===== config.mk =====
export PLATFORM = sky130hd
export DESIGN_NAME = queue_reverse_first_k
export DESIGN_NICKNAME = d
export VERILOG_FILES = /design/src/rtl/core/qrfk_pkg.sv /design/src/rtl/core/qrfk_ram.sv /design/src/rtl/core/queue_reverse_first_k.sv
export SDC_FILE = /design/constraint.sdc
export NUM_CORES = 1
export LEC_CHECK = 0
export BUFFER_PORTS_ARGS = -buffer_cell sky130_fd_sc_hd__buf_2
export CAP_MARGIN = 5
export CORE_UTILIZATION = 25
export CTS_CLUSTER_SIZE = 10
export DETAILED_ROUTE_END_ITERATION = 10
export SLEW_MARGIN = 20
export SYNTH_ARGS = -nofsm -noshare
export SYNTH_HDL_FRONTEND = slang
export SYNTH_HIERARCHICAL = 1
export SYNTH_SLANG_ARGS = --single-unit

===== constraint.sdc =====
create_clock -name i_clk -period 4.55 [get_ports i_clk]
set_clock_uncertainty 0.15 [all_clocks]
set_input_delay 0 -clock i_clk [delete_from_list [all_inputs] [get_ports i_clk]]
set_output_delay 0 -clock i_clk [all_outputs]
set_load 0.03 [all_outputs]

===== src/rtl/core/qrfk_pkg.sv =====
// qrfk_pkg: shared types and codes for the queue with front reversal
// no dependencies; imported by queue_reverse_first_k

package qrfk_pkg;

    typedef logic [1:0] t_kind;
    typedef logic [1:0] t_status;

    // operation codes of a request
    localparam t_kind KIND_ENQ = 2'd0;
    localparam t_kind KIND_DEQ = 2'd1;
    localparam t_kind KIND_REV = 2'd2;

    // status codes of a result
    localparam t_status ST_OK       = 2'd0;
    localparam t_status ST_FULL     = 2'd1;
    localparam t_status ST_EMPTY    = 2'd2;
    localparam t_status ST_TOO_LONG = 2'd3;

    // fixed port field widths
    localparam int VALUE_W = 32;
    localparam int LEN_W   = 5;
    localparam int COUNT_W = 5;

endpackage


===== src/rtl/core/qrfk_ram.sv =====
// qrfk_ram: generic single write port, single read port ram
// registered read data; no package dependencies

module qrfk_ram #(
    parameter int WIDTH = 32,
    parameter int DEPTH = 16
) (
    input  logic                                   i_clk,
    input  logic                                   i_wr_en,
    input  logic [((DEPTH > 1) ? $clog2(DEPTH) : 1)-1:0] i_wr_addr,
    input  logic [WIDTH-1:0]                       i_wr_data,
    input  logic                                   i_rd_en,
    input  logic [((DEPTH > 1) ? $clog2(DEPTH) : 1)-1:0] i_rd_addr,
    output logic [WIDTH-1:0]                       o_rd_data
);

    logic [WIDTH-1:0] r_mem [DEPTH];
    logic [WIDTH-1:0] r_rd_data;

    always_ff @(posedge i_clk) begin
        if (i_wr_en) begin
            r_mem[i_wr_addr] <= i_wr_data;
        end
        // read data holds until the next read
        if (i_rd_en) begin
            r_rd_data <= r_mem[i_rd_addr];
        end
    end

    assign o_rd_data = r_rd_data;

endmodule


===== src/rtl/core/queue_reverse_first_k.sv =====
// queue_reverse_first_k: bounded ring queue with enqueue, dequeue and
// reversal of the first k entries; uses qrfk_pkg and qrfk_ram
// enqueue, dequeue and no-op pass through S_EXEC, S_RD and S_CAP after acceptance;
// a reverse of k entries adds floor(k/2) swaps, each through S_RA, S_RB, S_WA, S_WB,
// set by the single read and single write port of the ring ram
// a new request is taken only in S_IDLE, once the last result is loaded
// reset (synchronous, active low) empties the queue; ram contents are kept

module queue_reverse_first_k
    import qrfk_pkg::*;
#(
    parameter int DEPTH      = 16,
    parameter int DATA_WIDTH = 32
) (
    input  logic                       i_clk,
    input  logic                       i_rst_n,
    // request channel
    input  logic                       i_in_valid,
    output logic                       o_in_ready,
    input  logic [1:0]                 i_kind,
    input  logic signed [VALUE_W-1:0]  i_value,
    input  logic [LEN_W-1:0]           i_reverse_length,
    // result channel
    output logic                       o_out_valid,
    input  logic                       i_out_ready,
    output logic [1:0]                 o_status,
    output logic                       o_front_valid,
    output logic signed [VALUE_W-1:0]  o_front_value,
    output logic [COUNT_W-1:0]         o_entry_count
);

    // ring index width, count width and width for comparing k to the count
    localparam int AW = $clog2(DEPTH);
    localparam int CW = $clog2(DEPTH + 1);
    localparam int KW = (CW > LEN_W) ? CW : LEN_W;

    // sequencer states
    localparam logic [2:0] S_IDLE = 3'd0;  // waiting for a request
    localparam logic [2:0] S_EXEC = 3'd1;  // check and update pointers
    localparam logic [2:0] S_RA   = 3'd2;  // read low entry of a swap
    localparam logic [2:0] S_RB   = 3'd3;  // read high entry, keep low one
    localparam logic [2:0] S_WA   = 3'd4;  // high word into low slot
    localparam logic [2:0] S_WB   = 3'd5;  // low word into high slot
    localparam logic [2:0] S_RD   = 3'd6;  // read the front entry
    localparam logic [2:0] S_CAP  = 3'd7;  // load the result register

    logic [2:0]            r_state, n_state;
    t_kind                 r_kind, n_kind;
    logic [DATA_WIDTH-1:0] r_value, n_value;
    logic [LEN_W-1:0]      r_k, n_k;
    logic [AW-1:0]         r_head, n_head;
    logic [AW-1:0]         r_tail, n_tail;
    logic [CW-1:0]         r_count, n_count;
    logic [AW-1:0]         r_lo, n_lo;
    logic [AW-1:0]         r_hi, n_hi;
    logic [DATA_WIDTH-1:0] r_tmp, n_tmp;
    t_status               r_status, n_status;

    // result register, parts the sequencer from the result channel
    logic                  r_ov, n_ov;
    t_status               r_o_status, n_o_status;
    logic                  r_o_fv, n_o_fv;
    logic [VALUE_W-1:0]    r_o_fval, n_o_fval;
    logic [COUNT_W-1:0]    r_o_count, n_o_count;

    // ram ports
    logic                  wr_en;
    logic [AW-1:0]         wr_addr;
    logic [DATA_WIDTH-1:0] wr_data;
    logic                  rd_en;
    logic [AW-1:0]         rd_addr;
    logic [DATA_WIDTH-1:0] rd_data;

    logic                  in_acc;
    logic                  out_acc;
    logic [DATA_WIDTH-1:0] word_in;
    logic [VALUE_W-1:0]    front_ext;
    logic [COUNT_W-1:0]    count_port;
    logic [AW-1:0]         addr_lo;
    logic [AW-1:0]         addr_hi;
    logic [KW-1:0]         k_ext;
    logic [KW-1:0]         count_ext;

    // next ring index with wrap
    function automatic logic [AW-1:0] ring_inc(input logic [AW-1:0] idx);
        return (idx == AW'(DEPTH - 1)) ? '0 : idx + AW'(1);
    endfunction

    // head plus offset, modulo depth by one compare and subtract
    function automatic logic [AW-1:0] ring_at(input logic [AW-1:0] head,
                                              input logic [AW-1:0] off);
        logic [AW:0] sum;
        sum = {1'b0, head} + {1'b0, off};
        if (sum >= (AW+1)'(DEPTH)) begin
            sum = sum - (AW+1)'(DEPTH);
        end
        return sum[AW-1:0];
    endfunction

    assign o_in_ready = (r_state == S_IDLE);
    assign in_acc     = i_in_valid && o_in_ready;
    assign out_acc    = r_ov && i_out_ready;

    assign addr_lo   = ring_at(r_head, r_lo);
    assign addr_hi   = ring_at(r_head, r_hi);
    assign k_ext     = KW'(r_k);
    assign count_ext = KW'(r_count);

    // input word kept in DATA_WIDTH bits, sign extended above 32
    // front word sign extended from DATA_WIDTH bits, cut to 32
    // count shown in the 5 bit field
    always_comb begin
        for (int i = 0; i < DATA_WIDTH; i++) begin
            word_in[i] = (i < VALUE_W) ? i_value[(i < VALUE_W) ? i : 0]
                                       : i_value[VALUE_W-1];
        end
        for (int i = 0; i < VALUE_W; i++) begin
            front_ext[i] = rd_data[(i < DATA_WIDTH) ? i : DATA_WIDTH-1];
        end
        for (int i = 0; i < COUNT_W; i++) begin
            count_port[i] = (i < CW) ? r_count[(i < CW) ? i : 0] : 1'b0;
        end
    end

    always_comb begin
        n_state    = r_state;
        n_kind     = r_kind;
        n_value    = r_value;
        n_k        = r_k;
        n_head     = r_head;
        n_tail     = r_tail;
        n_count    = r_count;
        n_lo       = r_lo;
        n_hi       = r_hi;
        n_tmp      = r_tmp;
        n_status   = r_status;
        n_ov       = r_ov;
        n_o_status = r_o_status;
        n_o_fv     = r_o_fv;
        n_o_fval   = r_o_fval;
        n_o_count  = r_o_count;
        wr_en      = 1'b0;
        wr_addr    = r_tail;
        wr_data    = r_value;
        rd_en      = 1'b0;
        rd_addr    = r_head;

        // result taken frees the register; a load below sets it again
        if (out_acc) begin
            n_ov = 1'b0;
        end

        case (r_state)
            S_IDLE: begin
                if (in_acc) begin
                    n_kind   = i_kind;
                    n_value  = word_in;
                    n_k      = i_reverse_length;
                    n_status = ST_OK;
                    n_state  = S_EXEC;
                end
            end
            S_EXEC: begin
                n_state = S_RD;
                case (r_kind)
                    KIND_ENQ: begin
                        if (r_count == CW'(DEPTH)) begin
                            n_status = ST_FULL;
                        end else begin
                            // append at the rear
                            wr_en   = 1'b1;
                            wr_addr = r_tail;
                            wr_data = r_value;
                            n_tail  = ring_inc(r_tail);
                            n_count = r_count + CW'(1);
                        end
                    end
                    KIND_DEQ: begin
                        if (r_count == '0) begin
                            n_status = ST_EMPTY;
                        end else begin
                            n_head  = ring_inc(r_head);
                            n_count = r_count - CW'(1);
                        end
                    end
                    KIND_REV: begin
                        if (k_ext > count_ext) begin
                            n_status = ST_TOO_LONG;
                        end else if (r_k > LEN_W'(1)) begin
                            // swap pairs from both ends inward
                            n_lo    = '0;
                            n_hi    = AW'(k_ext - KW'(1));
                            n_state = S_RA;
                        end
                    end
                    default: begin
                        // unused code: no change, state reported
                    end
                endcase
            end
            S_RA: begin
                rd_en   = 1'b1;
                rd_addr = addr_lo;
                n_state = S_RB;
            end
            S_RB: begin
                rd_en   = 1'b1;
                rd_addr = addr_hi;
                n_tmp   = rd_data;
                n_state = S_WA;
            end
            S_WA: begin
                wr_en   = 1'b1;
                wr_addr = addr_lo;
                wr_data = rd_data;
                n_state = S_WB;
            end
            S_WB: begin
                wr_en   = 1'b1;
                wr_addr = addr_hi;
                wr_data = r_tmp;
                n_lo    = r_lo + AW'(1);
                n_hi    = r_hi - AW'(1);
                // another pair while the ends have not met
                if (({1'b0, r_lo} + (AW+1)'(2)) < {1'b0, r_hi}) begin
                    n_state = S_RA;
                end else begin
                    n_state = S_RD;
                end
            end
            S_RD: begin
                rd_en   = 1'b1;
                rd_addr = r_head;
                n_state = S_CAP;
            end
            S_CAP: begin
                // ram read data holds while the result register is busy
                if (!r_ov || out_acc) begin
                    n_ov       = 1'b1;
                    n_o_status = r_status;
                    n_o_fv     = (r_count != '0);
                    n_o_fval   = (r_count != '0) ? front_ext : '0;
                    n_o_count  = count_port;
                    n_state    = S_IDLE;
                end
            end
            default: begin
                n_state = S_IDLE;
            end
        endcase
    end

    always_ff @(posedge i_clk) begin
        if (!i_rst_n) begin
            r_state <= S_IDLE;
            r_head  <= '0;
            r_tail  <= '0;
            r_count <= '0;
            r_ov    <= 1'b0;
        end else begin
            r_state <= n_state;
            r_head  <= n_head;
            r_tail  <= n_tail;
            r_count <= n_count;
            r_ov    <= n_ov;
        end
    end

    // payload registers, no reset
    always_ff @(posedge i_clk) begin
        r_kind     <= n_kind;
        r_value    <= n_value;
        r_k        <= n_k;
        r_lo       <= n_lo;
        r_hi       <= n_hi;
        r_tmp      <= n_tmp;
        r_status   <= n_status;
        r_o_status <= n_o_status;
        r_o_fv     <= n_o_fv;
        r_o_fval   <= n_o_fval;
        r_o_count  <= n_o_count;
    end

    // ring store
    qrfk_ram #(
        .WIDTH (DATA_WIDTH),
        .DEPTH (DEPTH)
    ) u_ring (
        .i_clk     (i_clk),
        .i_wr_en   (wr_en),
        .i_wr_addr (wr_addr),
        .i_wr_data (wr_data),
        .i_rd_en   (rd_en),
        .i_rd_addr (rd_addr),
        .o_rd_data (rd_data)
    );

    assign o_out_valid   = r_ov;
    assign o_status      = r_o_status;
    assign o_front_valid = r_o_fv;
    assign o_front_value = r_o_fval;
    assign o_entry_count = r_o_count;

endmodule

==> out/metrics.cfg <==
[floorplan]
core_sq_mm=0.105
die_w_microns=328
rows=119
initial_core_util_pct=25.2
pin_count=85
die_h_microns=328
die-area_sq_mm=0.107

[critical_path]
crit_type=register to register
reg2reg_depth=9
r2r_slack_ns=0.91
r2r_start=r_lo[1]
critPathCaptureType=register
cp-start-kind=register
cp_max_fo=32
worstPathRequired_ns=4.64
startpoint=r_lo[1]
arrival_ns=3.73

[flow_run]
drv_cap=0

[timing]
tns_ns=0
finalSetupViolCount=0
rsz0062_at_grt=false
relSlewSlack_pct=36.9
max_freq_mhz=275
min_period_ns=3.64
hold_viol_final=0
worst-slew-pin-transition_ns=0.943
finalMaxSlewViolations=0
finalCritPeriodShare_pct=79.9

[synthesis]
synth_area_sq_mm=0.0265
synth_edf_count=665
syn-num-nets=1410
synth_top_area_share_pct=75.3
syn_inst=1338
synth_top_area_cell=edfxtp_1
avgSynthCellArea_sq_um=19.8
async_reset_ff_share_pct=0
yosys_warnings=6
synth_top_cells_by_area=edfxtp_1 (75%), mux4_2 (11%), a22oi_1 (1.9%)
synth-main-ff-cell=edfxtp_1
yosysSeqAreaShare_pct=76.6
ys_ff_latch=682
yosysUniqueCellTypes=53

[drt]
dr_wl_met3_microns=3890
viasPerCell=4.46
vias=13400
drc=0
wl_met1_microns=27900
drtAntennaViolNets=0
first_pass_iters=5
drt-initial-drc-count=1066
dr_wl_met2_microns=27400
routed_wl_microns=60500
post_drt_wl_per_cell_microns=20.2
top_layer=met4

[worst_hold_path]
hold_class=input port to register
min_from=i_rst_n
hold_depth=3

[global_routing]
grt.total_usage_pct=11.3
grt_max_degree=77
grt_pass1_wl_microns=90900
grt_pass1_vias=14200
grt_remaining_overflow=0
grt_antenna_before_repair=3

[pwr]
ir_worst_vdd_v=0.000252
p_leak_uw=0.0103
power.total_uw=15000
pwr_density_cell_mw_per_mm2=467

[cts]
htree_levels=3
cts_tree=yes
cts_buffers=79
clk_pin_slew_worst_paths_ns=0.06
clockBufferDepth=3
cts-root-buf=clkbuf_16
cts_setup_buffers=0
clk_latency_ns=0.62
clock_sinks=682

[finish]
n_antenna_cell=0
layout-drive-gt1-share_pct=25.2
fillers=10200
fin_area_sq_mm=0.0322
post-route-util_pct=30.6
synthToLayoutAreaGrowth_pct=21.6
final_nets=1659

[place]
placed_area_sq_mm=0.0293
place_congestion=0.791
portBuffers=84
hpwl_microns=33800

[outcome]
status=finished, final reports clean

## per-layer routing
metal  vias to the layer above  global-route usage (%)
li1                       5907                       -
met4                         0                    3.39
met1                      6932                    16.1
met3                        93                    2.23
met2                       449                    17.5
met5                         -                       0
## synthesized netlist by cell type, types with 2 or more instances
library cell	instances
nor2_1	32
buf_2	14
mux4_2	128
buf_4	10
dfxtp_1	17
or3_1	2
edfxtp_1	665
nand3b_1	2
nor3_1	7
nor4_1	4
a21boi_0	2
clkbuf_1	31
inv_1	21
xor2_1	7
o21a_1	3
a22oi_1	66
a31oi_1	5
fa_1	3
a21oi_1	16
nand2_1	88
nand4_1	2
and2_1	36
nor2b_1	9
nand3_1	5
nand2b_1	5
ha_1	26
xnor2_1	9
a21o_1	4
o21ai_0	42
buf_1	11
a221o_1	2
mux2i_1	43
## report_power, final
part           switching (uW)  internal (uW)
registers                 124           7530
clock network            2340           3160
logic                    1170            725
## kinds of logic after synthesis
family                   share of synthesized area [%]
flip-flops                                        76.6
AO/OA/AOI/OAI                                     3.90
XOR/XNOR                                         0.528
AND/OR/NAND/NOR                                   3.55
adder cells (fa/ha/maj)                           1.45
multiplexers                                      12.5
buffers and inverters                             1.45
## placed cells by master, fill, tap and decap left out, drive strengths merged, types with 3 or more instances in the layout
cell	n
a21o	4
a21oi	16
a22oi	66
a31oi	5
and2	36
buf	153
clkbuf	98
clkinv	3
dfxtp	17
dlygate4sd3	81
edfxtp	665
fa	3
ha	26
inv	27
mux2i	43
mux4	128
nand2	89
nand2b	5
nand3	5
nor2	32
nor2b	9
nor3	7
nor4	4
o21a	3
o21ai	43
xnor2	9
xor2	7
## through the flow
step                cells  hold WS, ns  setup WS [ns]
floorplan            1338      -0.0511          0.397
global placement     2816       0.0306          0.979
detailed placement   2816       0.0281          0.957
CTS                  3003      0.00983          0.922
global route         3003       0.0664          0.604
finish               3003       0.0493          0.915
## layout make-up
class	count	area, sq um	share of cell area (%)
clock buffers	98	2060	6.38
repair buffers	234	1920	5.97
well taps	1391	1740	5.40
flip-flops and latches	682	20300	63.0
clock inverters	8	106	0.330
inverters	22	82.6	0.256
multi-input cells	568	6020	18.7
## worst max-delay path, cell delays in order (launching register included)
cell      delay [ns]
edfxtp_1        0.46
ha_1            0.32
a21o_1          0.18
a21oi_1         0.29
mux2i_1         0.22
a21oi_1         0.09
o21ai_0         0.39
nand3_1         0.43
nor3_4          0.22
buf_4           0.48
## worst paths after layout
path,endpoint
worst max-delay path,u_ring/r_mem[12][17]
worst min-delay path,count_ext[4]
worst max register to register,u_ring/r_mem[12][17]
worst min register to register,o_status[1]
## registers in the layout, indices dropped and copies added, names as in the netlist
signal	cells
u_ring/r_mem	512
o_front_value	32
r_tmp	32
r_value	32
u_ring/o_rd_data	32
count_ext	5
k_ext	5
o_entry_count	5
r_head	4
r_hi	4
r_lo	4
r_tail	4
r_state	3
o_status	2
r_kind	2
r_status	2
o_front_valid	1
o_out_valid	1
## repair_timing
action                                 CTS  global route
hold buffers                            81             0
endpoints found under the hold margin   73             0
resized for setup                        0             0
(Power assumes the default switching activity.)
